### src/hw/rtl/hsl2rgb_pkg.sv
// hsl2rgb_pkg: shared types and constants for the hsl to rgb converter
// transaction payload structs and the default fraction width; no dependencies
`default_nettype none

package hsl2rgb_pkg;

  localparam int FIELD_W           = 16;
  localparam int FRAC_BITS_DEFAULT = 16;

  typedef struct packed {
    logic [FIELD_W-1:0] hue;
    logic [FIELD_W-1:0] saturation;
    logic [FIELD_W-1:0] lightness;
  } hsl_t;

  typedef struct packed {
    logic [FIELD_W-1:0] red;
    logic [FIELD_W-1:0] green;
    logic [FIELD_W-1:0] blue;
  } rgb_t;

  // ramp segment of one channel
  typedef logic [1:0] seg_t;
  localparam seg_t SEG_RISE = 2'd0;
  localparam seg_t SEG_HIGH = 2'd1;
  localparam seg_t SEG_FALL = 2'd2;
  localparam seg_t SEG_LOW  = 2'd3;

endpackage

`default_nettype wire

### src/hw/rtl/hsl_to_rgb_convert.sv
// hsl_to_rgb_convert: pipelined hsl to rgb pixel converter, top level
// uses hsl2rgb_pkg for payload types, segment codes and defaults
`default_nettype none

// Converts one hue, saturation, lightness pixel into one red, green, blue pixel,
// all values unsigned fractions of one with FRAC_BITS fraction bits (inputs are
// taken at their low FRAC_BITS bits, outputs are the low 16 bits of the result).
// The block accepts one transaction every clock unless held by an output stall.
// Its stages, in order, are the input register, the lightness times
// saturation multiplier, blend levels and hue segments, three channel ramp
// multipliers, and the output register. A stage holds its item only while the
// stage after it is full and held, so a stall at the output reaches the input
// in the same cycle, empty stages still fill, and no transaction is lost or
// repeated. The block keeps no state between pixels.

module hsl_to_rgb_convert #(
  parameter int FRAC_BITS = hsl2rgb_pkg::FRAC_BITS_DEFAULT
) (
  input  wire               clk,
  input  wire               rst,
  input  wire               hsl_valid,
  output logic              hsl_ready,
  input  hsl2rgb_pkg::hsl_t hsl,
  output logic              rgb_valid,
  input  wire               rgb_ready,
  output hsl2rgb_pkg::rgb_t rgb
);

  localparam int F = FRAC_BITS;

  localparam logic [F-1:0] THIRD      = F'((1 << F) / 3);
  localparam logic [F-1:0] SIXTH      = F'((1 << F) / 6);
  localparam logic [F-1:0] HALF       = F'((1 << F) / 2);
  localparam logic [F-1:0] TWO_THIRDS = F'((2 * (1 << F)) / 3);
  localparam logic [F-1:0] MASK       = F'((1 << F) - 1);

  // stage valids and enables
  logic v1, v2, v3, v4, v5;
  logic en1, en2, en3, en4, en5;

  assign en5       = !v5 || rgb_ready;
  assign en4       = !v4 || en5;
  assign en3       = !v3 || en4;
  assign en2       = !v2 || en3;
  assign en1       = !v1 || en2;
  assign hsl_ready = en1;
  assign rgb_valid = v5;

  always_ff @(posedge clk) begin
    if (rst) begin
      v1 <= 1'b0;
      v2 <= 1'b0;
      v3 <= 1'b0;
      v4 <= 1'b0;
      v5 <= 1'b0;
    end else begin
      if (en1) v1 <= hsl_valid;
      if (en2) v2 <= v1;
      if (en3) v3 <= v2;
      if (en4) v4 <= v3;
      if (en5) v5 <= v4;
    end
  end

  // stage 1: input register
  logic [F-1:0] h1, s1, l1;
  logic         grey1;
  logic [F-1:0] s_in;

  assign s_in = F'(hsl.saturation);

  always_ff @(posedge clk) begin
    if (en1) begin
      h1    <= F'(hsl.hue);
      s1    <= s_in;
      l1    <= F'(hsl.lightness);
      grey1 <= (s_in == '0);
    end
  end

  // stage 2: lightness times saturation
  logic [2*F-1:0] ls_full;
  logic [F-1:0]   prod2, h2, s2, l2;
  logic           grey2;

  assign ls_full = {{F{1'b0}}, l1} * {{F{1'b0}}, s1};

  always_ff @(posedge clk) begin
    if (en2) begin
      prod2 <= ls_full[2*F-1:F];
      h2    <= h1;
      s2    <= s1;
      l2    <= l1;
      grey2 <= grey1;
    end
  end

  // stage 3: blend levels and per channel segment and ramp factor
  logic [F:0]   hi_sum;
  logic [F-1:0] hi_next, lo_next;
  logic [F:0]   lo_full;
  logic [F-1:0] t_ch [3];
  logic [F-1:0] d_ch [3];
  hsl2rgb_pkg::seg_t seg_next [3];
  logic [F:0]   fac_next [3];

  always_comb begin
    if (l2 < HALF) begin
      hi_sum = {1'b0, l2} + {1'b0, prod2};
    end else begin
      hi_sum = {1'b0, l2} + {1'b0, s2} - {1'b0, prod2};
    end
    hi_next = hi_sum[F] ? MASK : hi_sum[F-1:0];
    lo_full = {l2, 1'b0} - {1'b0, hi_next};
    lo_next = lo_full[F-1:0];
  end

  always_comb begin
    t_ch[0] = h2 + THIRD;
    t_ch[1] = h2;
    t_ch[2] = h2 - THIRD;
    for (int c = 0; c < 3; c++) begin
      d_ch[c] = TWO_THIRDS - t_ch[c];
      priority if (t_ch[c] < SIXTH) begin
        seg_next[c] = hsl2rgb_pkg::SEG_RISE;
        fac_next[c] = (F+1)'({t_ch[c], 2'b00}) + (F+1)'({t_ch[c], 1'b0});
      end else if (t_ch[c] < HALF) begin
        seg_next[c] = hsl2rgb_pkg::SEG_HIGH;
        fac_next[c] = '0;
      end else if (t_ch[c] < TWO_THIRDS) begin
        seg_next[c] = hsl2rgb_pkg::SEG_FALL;
        fac_next[c] = (F+1)'({d_ch[c], 2'b00}) + (F+1)'({d_ch[c], 1'b0});
      end else begin
        seg_next[c] = hsl2rgb_pkg::SEG_LOW;
        fac_next[c] = '0;
      end
    end
  end

  logic [F-1:0]      hi3, lo3, span3, l3;
  logic              grey3;
  hsl2rgb_pkg::seg_t seg3 [3];
  logic [F:0]        fac3 [3];

  always_ff @(posedge clk) begin
    if (en3) begin
      hi3   <= hi_next;
      lo3   <= lo_next;
      span3 <= hi_next - lo_next;
      l3    <= l2;
      grey3 <= grey2;
      for (int c = 0; c < 3; c++) begin
        seg3[c] <= seg_next[c];
        fac3[c] <= fac_next[c];
      end
    end
  end

  // stage 4: channel ramp products
  logic [2*F:0]      mul_ch [3];
  logic [F-1:0]      p4 [3];
  logic [F-1:0]      hi4, lo4, l4;
  logic              grey4;
  hsl2rgb_pkg::seg_t seg4 [3];

  always_comb begin
    for (int c = 0; c < 3; c++) begin
      mul_ch[c] = {{(F+1){1'b0}}, span3} * {{F{1'b0}}, fac3[c]};
    end
  end

  always_ff @(posedge clk) begin
    if (en4) begin
      hi4   <= hi3;
      lo4   <= lo3;
      l4    <= l3;
      grey4 <= grey3;
      for (int c = 0; c < 3; c++) begin
        p4[c]   <= mul_ch[c][2*F-1:F];
        seg4[c] <= seg3[c];
      end
    end
  end

  // stage 5: channel select and output register
  logic [F-1:0]      ch_val [3];
  hsl2rgb_pkg::rgb_t rgb_next;

  always_comb begin
    for (int c = 0; c < 3; c++) begin
      if (grey4) begin
        ch_val[c] = l4;
      end else begin
        unique case (seg4[c])
          hsl2rgb_pkg::SEG_RISE: ch_val[c] = lo4 + p4[c];
          hsl2rgb_pkg::SEG_HIGH: ch_val[c] = hi4;
          hsl2rgb_pkg::SEG_FALL: ch_val[c] = lo4 + p4[c];
          hsl2rgb_pkg::SEG_LOW:  ch_val[c] = lo4;
          default:               ch_val[c] = lo4;
        endcase
      end
    end
    rgb_next.red   = hsl2rgb_pkg::FIELD_W'(ch_val[0]);
    rgb_next.green = hsl2rgb_pkg::FIELD_W'(ch_val[1]);
    rgb_next.blue  = hsl2rgb_pkg::FIELD_W'(ch_val[2]);
  end

  always_ff @(posedge clk) begin
    if (en5) begin
      rgb <= rgb_next;
    end
  end

  // checks
  a_accept_enters: assert property (@(posedge clk) disable iff (rst)
    hsl_valid && hsl_ready |=> v1)
    else $error("accepted transaction did not enter stage 1");

  a_full_stall: assert property (@(posedge clk) disable iff (rst)
    v1 && v2 && v3 && v4 && v5 && !rgb_ready |-> !hsl_ready)
    else $error("full pipeline accepted a transaction while stalled");

  a_blend_order: assert property (@(posedge clk) disable iff (rst)
    v4 && !grey4 |-> lo4 <= hi4)
    else $error("lower blend level above upper blend level");

  a_grey_equal: assert property (@(posedge clk) disable iff (rst)
    v4 && grey4 && en5 |=> rgb.red == rgb.green && rgb.green == rgb.blue)
    else $error("grey pixel with unequal channels");

endmodule

`default_nettype wire

### config.mk
export PLATFORM = sky130hd
export DESIGN_NAME = hsl_to_rgb_convert
export DESIGN_NICKNAME = d
export VERILOG_FILES = /design/src/hw/rtl/hsl2rgb_pkg.sv /design/src/hw/rtl/hsl_to_rgb_convert.sv
export SDC_FILE = /design/constraint.sdc
export NUM_CORES = 2
export LEC_CHECK = 0
export BUFFER_PORTS_ARGS = -buffer_cell sky130_fd_sc_hd__buf_2
export CORE_ASPECT_RATIO = 1.1
export CORE_MARGIN = 2
export CORE_UTILIZATION = 50
export DETAILED_ROUTE_END_ITERATION = 8
export GPL_TIMING_DRIVEN = 0
export PLACE_DENSITY = 0.68
export SYNTH_ARGS = -nofsm -noshare
export SYNTH_HDL_FRONTEND = slang
export SYNTH_SLANG_ARGS = --single-unit
### constraint.sdc
create_clock -name clk -period 6.6 [get_ports clk]
set_input_delay 0.33 -clock clk [delete_from_list [all_inputs] [get_ports clk]]
set_output_delay 0.33 -clock clk [all_outputs]
set_load 0.01 [all_outputs]
# ---- Yosys cells after proc, flatten, opt, wreduce, memory -nomap -nowiden
# Memories as Yosys holds them, arrays and structs flattened.
# Cells that the tools add are included.
dict set report word_totals {
  register_bits 281
  latch_bits 0
  ramBits 111
  romBits 0
  word_cells 119
  memories 4
}
dict set report op_classes {
  n_addsub 19
  n_mul 4
  n_div 0
  n_lt_le_gt_ge 10
  n_eq_ne 9
  n_shift 0
  mux 30
  bitwise 0
  reduce_logical 17
}
# memory depth width read_ports rd_clocked_by_memory_dff wr line_no
set memory_table {}
lappend memory_table {fac3 3 17 3 0 3 hsl_to_rgb_convert.sv:143} ;# logic [F:0] fac3 [3];
lappend memory_table {p4 3 16 3 0 3 hsl_to_rgb_convert.sv:161} ;# logic [F-1:0] p4 [3];
lappend memory_table {seg3 3 2 3 0 3 hsl_to_rgb_convert.sv:142} ;# hsl2rgb_pkg::seg_t seg3 [3];
lappend memory_table {seg4 3 2 3 0 3 hsl_to_rgb_convert.sv:164} ;# hsl2rgb_pkg::seg_t seg4 [3];
# operator count
set ops {}
lappend ops {{$mux W17} 10}
lappend ops {{$pmux W16 S3} 3}
lappend ops {{$lt A16 B16 Y1 const B} 7}
lappend ops {{$add A17 B17 Y17} 6}
lappend ops {{$mul A16 B17 Y32} 3}
lappend ops {{$mux W16} 4}
lappend ops {{$add A16 B16 Y16} 3}
lappend ops {{$lt A16 B14 Y1 const B} 3}
lappend ops {{$sub A16 B16 Y16 const A} 3}
lappend ops {{$add A16 B16 Y17} 2}
lappend ops {{$mul A16 B16 Y32} 1}
lappend ops {{$sub A16 B16 Y16} 2}
lappend ops {{$sub A17 B16 Y17} 1}
lappend ops {{$add A16 B15 Y16 const B} 1}
lappend ops {{$logic_not A16 Y1} 1}
lappend ops {{$sub A16 B15 Y16 const B} 1}
lappend ops {{$eq A2 B2 Y1 const B} 6}
lappend ops {{$mux W2} 6}
lappend ops {{$mux W1} 7}
lappend ops {{$eq A2 B1 Y1 const B} 3}
lappend ops {{$logic_not A2 Y1} 3}
lappend ops {{$reduce_or A2 Y1} 3}
lappend ops {{$logic_not A1 Y1} 5}
lappend ops {{$logic_or A1 B1 Y1} 5}

# ---- Logic depth before layout (Yosys ltp)
dict set report depth {
  word_depth 6
  ltp_mapped 30
  mapped_depth_nobuf 30
}

# ---- Least setup slack after synthesis
# OpenSTA, ideal clock, no wires.
dict set report synth_path {
  kind {flip-flop to flip-flop}
  start {register l2[1]}
  end {register span3[14] (data pin)}
  arrival_time_ps 6397
  required_time_ps 6334
  slack_ps -64
  stages_incl_launch_ff 30
  n_path_buf 0
  synth_period_minus_slack_ps 6664
  cell_sequence {edfxtp_1 > inv_1 > fa_1 > inv_1 > fa_1 > a211o_1 > a21o_1 > o2111a_1 > a21o_1 > a211oi_4 > a211o_1 > inv_1 > ha_1 > a22oi_1 > a2111oi_0 > a211oi_1 > a211oi_1 > o32ai_1 > o21ai_0 > xnor2_1 > ha_1 > o2111ai_1 > a2111oi_0 > a2111oi_2 > o31ai_1 > o311ai_1 > a31oi_1 > a311o_1 > mux2i_1 > nand4_1}
}
dict set report synth_via {
  elab_chain_len 6
}
# element line_no
set synth_lines {}
lappend synth_lines {{start, declared} hsl_to_rgb_convert.sv:83} ;# logic [F-1:0] prod2, h2, s2, l2;
lappend synth_lines {{start signal, assigned} hsl_to_rgb_convert.sv:93} ;# l2 <= l1;
lappend synth_lines {{$add A16 B16 Y17} hsl_to_rgb_convert.sv:111} ;# hi_sum = {1'b0, l2} + {1'b0, s2} - {1'b0, prod2};
lappend synth_lines {{$sub A17 B16 Y17} hsl_to_rgb_convert.sv:111}
lappend synth_lines {{$mux W17 *} hsl_to_rgb_convert.sv:108} ;# if (l2 < HALF) begin
lappend synth_lines {{$mux W16 *} hsl_to_rgb_convert.sv:113} ;# hi_next = hi_sum[F] ? MASK : hi_sum[F-1:0];
lappend synth_lines {{net hi_next[1]} hsl_to_rgb_convert.sv:100} ;# logic [F-1:0] hi_next, lo_next;
lappend synth_lines {{$sub A16 B16 Y16} hsl_to_rgb_convert.sv:114} ;# lo_full = {l2, 1'b0} - {1'b0, hi_next};
lappend synth_lines {{$sub A16 B16 Y16 *} hsl_to_rgb_convert.sv:149} ;# span3 <= hi_next - lo_next;
lappend synth_lines {{end signal, assigned} hsl_to_rgb_convert.sv:149}
lappend synth_lines {{end, declared} hsl_to_rgb_convert.sv:140} ;# logic [F-1:0] hi3, lo3, span3, l3;
# The timed path passes the listed nets; every way through them passes the cells marked *.
# A chain may end at the register's enable or synchronous reset.

# ---- Worst setup path in the final report
dict set report layout_path {
  start {register prod2[0]}
  end {register span3[15] (data pin)}
}
dict set report layout_via {
  elab_chain_len 5
}
# element line_no
set layout_lines {}
lappend layout_lines {{start, declared} hsl_to_rgb_convert.sv:83}
lappend layout_lines {{start signal, assigned} hsl_to_rgb_convert.sv:90} ;# prod2 <= ls_full[2*F-1:F];
lappend layout_lines {{$sub A17 B16 Y17 or $add A16 B16 Y17 (tied branches)} {hsl_to_rgb_convert.sv:111, hsl_to_rgb_convert.sv:109}}
lappend layout_lines {{$mux W17 *} hsl_to_rgb_convert.sv:108}
lappend layout_lines {{$mux W16 *} hsl_to_rgb_convert.sv:113}
lappend layout_lines {{net hi_next[1]} hsl_to_rgb_convert.sv:100}
lappend layout_lines {{$sub A16 B16 Y16} hsl_to_rgb_convert.sv:114}
lappend layout_lines {{$sub A16 B16 Y16 *} hsl_to_rgb_convert.sv:149}
# Marks and branches as above.

==> results.cfg <==
[run_status]
status = complete, but fails checks
violations = setup timing

[die]
chipHeight_um = 351
die_area_um2 = 112000
fp.coreArea_um2 = 109000
rows = 127
io_pins = 102
start_util_pct = 50.3
die_x_um = 319

[critical_path]
crit_type = reg2reg
critPathSlowestCell = edfxtp_1
critPathLaunchType = flop
required_ns = 7.02
max_stage_delay_ns = 0.44
path_common_cell = a211o_1
timing.rr.end = span3[15]$_DFFE_PP_
critical_path.max_fanout = 3
worstSetupEndpoint = span3[15]$_DFFE_PP_
worstSetupEndpointType = flop
rr_startpoint = prod2[0]$_DFFE_PP_
crit_start = prod2[0]$_DFFE_PP_
ff2ff_path_depth = 29
r2r_setup_slack_ns = -0.22
arrival_ns = 7.25

[synth]
yosysSeqAreaShare_pct = 21.1
synth.cell_area_um2 = 54700
netlist-cell-type-count = 82
synth_fa_ha_area_share_pct = 43.5
synth_edf_count = 381
synth_xor_area_share_pct = 4.87
avgSynthCellArea_um2 = 9.66
yosysWarnings = 0
synthCells = 5660
synthSimpleGateAreaFrac_pct = 12.0
synthMuxAreaShare_pct = 1.05
synth_ff_type = edfxtp_1
ys_async_sr_fraction_pct = 0
ys_ff_latch = 386
synth_compound_area_share_pct = 8.13
synth_top_family_by_area = adder cells

[sta]
tightest_slew_ns = 0.971
fin_crit_sh_pct = 103
fmax_mhz = 147
setup_slack_ns = -0.221
slew_violations = 0
setup_violations = 9
fin_crit_ns = 6.82
rsz0062_at_grt = true
finalClockSkew_ns = 0.0422
max-slew-margin-rel_pct = 35.0
hold_viol = 0

[cells_and_area]
stdcell_count = 7493
drive_gt1_share_pct = 10.1
most-common-layout-cells = inv_1 (1135), fa_1 (760), nand2_1 (749), ha_1 (665), edfxtp_1 (381)
diodes = 0
layout_commonest_cell = inv_1
top_regs = fac3: 48 flops, p4: 48 flops, rgb: 48 flops
final_nets = 7529
area_growth_pct = 13.1

[detailed_routing]
drt-initial-drc-count = 2914
drtAntennaViolNets = 0
wl_per_cell_um = 20.0
first_pass_iters = 8
wl_mm = 150
drcViolationCount = 0
vias = 40400
viasPerCell = 5.39

[clock_tree]
cts_buffers = 46
cts-root-buf = clkbuf_16
htreeDepth = 2
path_clk_slew_ns = 0.07
cts_tree = yes
clockBufferDepth = 3
insertion_delay_ns = 0.66
clock_sinks = 386

[global_route]
grt_util_all_layers_pct = 27.0
grt_pass1_vias = 41800
grt_pass1_wl_mm = 233
antenna_found_initial = 2
grt-ovfl-total = 0
grt_max_degree = 74

[pwr]
power.leakage_nw = 30.2
powerDensity_nw_per_um2 = 555
ir_drop_v = 0.000582
totalPowerFinal_mw = 34.3

[min_path]
hp-class = in2reg

[placed_design]
pre_cts_ws_ns = -1.69
port_buffers = 101
place_congestion = 0.959
dp_hpwl_mm = 118
place_inst = 7194

[run]
maxCapViolCount = 0
cell usage after synthesis (all sizes together) (53+ instances only):
master,instances,area [um^2]
edfxtp,381,11400
nand2,763,2860
fa,765,15300
xnor2,236,2070
mux2i,53,531
and2,354,2210
nor2,141,529
o21ai,127,639
clkbuf,193,724
ha,676,8460
a21o,86,653
o21bai,80,601
inv,1150,4320
a21oi,235,1180
xor2,67,587
through the flow:
stage	setup TNS, ns	hold WS (ns)	cell area, um^2	utilization [%]
6_report	-1.11	0.131	61800	56.9
5_1_grt	-4.45	0.167	61800	56.9
4_1_cts	-1.04	0.113	60900	56.1
3_5_place_dp	-54.68	0.405	57100	52.5
3_3_place_gp	-50.60	0.401	57000	52.4
2_1_floorplan	0	0.399	54700	-
cell families (layout without fill, tap and decap cells):
logic type	Yosys count	in the layout
AOI/OAI and AO/OA	702	702
xor gates and xnor gates	303	303
adders and majority gates	1443	1443
buffers and inverters	1348	1752
DFF	386	386
muxes	57	57
other	2	12
and+or+nand+nor	1419	1419
worst max-delay path, delay by kind of cell, from the launching register on:
kind                       cells  cell delay (ns)
AOI/OAI and AO/OA             19             4.08
xor gates and xnor gates       1             0.16
adders and majority gates      5             1.46
buffers and inverters          2             0.12
DFF                            1             0.44
and+or+nand+nor                2             0.35
what timing repair did:
action	in CTS	in global routing
hold buffers	50	0
cloned	0	1
pin swaps	56	64
hold endpoints to repair	53	0
setup endpoints to repair	73	41
buffers inserted	111	60
resized for setup	312	169
cell type report:
class / count / area [um^2]
inverters: 1151 / 4330
repair buffers: 324 / 2500
fillers: 9358 / 46900
flip-flops and latches: 386 / 11500
plain buffers: 191 / 1380
multi-input cells: 3936 / 38800
clock inverters: 31 / 363
well taps: 1419 / 1780
clock buffers: 55 / 1180
how the worst min path moves through the flow:
stage | end | startpoint | slack (ns) | cells past startpoint
2_1_floorplan | v1$_SDFFE_PP0P_ | rst | 0.40 | 1
3_3_place_gp | hi4[5]$_DFFE_PP_ | hi3[5]$_DFFE_PP_ | 0.40 | 0
3_5_place_dp | h2[5]$_DFFE_PP_ | h1[5]$_DFFE_PP_ | 0.40 | 0
4_1_cts | rgb_valid$_SDFFE_PP0P_ | rgb_ready | 0.11 | 4
5_1_grt | rgb_valid$_SDFFE_PP0P_ | rgb_ready | 0.17 | 4
6_report | rgb_valid$_SDFFE_PP0P_ | rgb_ready | 0.13 | 4
power by group:
group,internal [mW],switching (mW)
combinational,11.4,15.3
sequential,4.31,0.709
clock,1.47,1.13
total,17.2,17.1
routing by layer:
layer / vias to the layer above / global-route usage, % / wire (um)
met5: - / 0 / 11
met4: 2 / 12.1 / 8050
met3: 429 / 4.12 / 11200
met2: 1519 / 45.2 / 70100
met1: 19900 / 34.7 / 60700
li1: 18600 / - / -
Power figures use the tool's default switching activity.
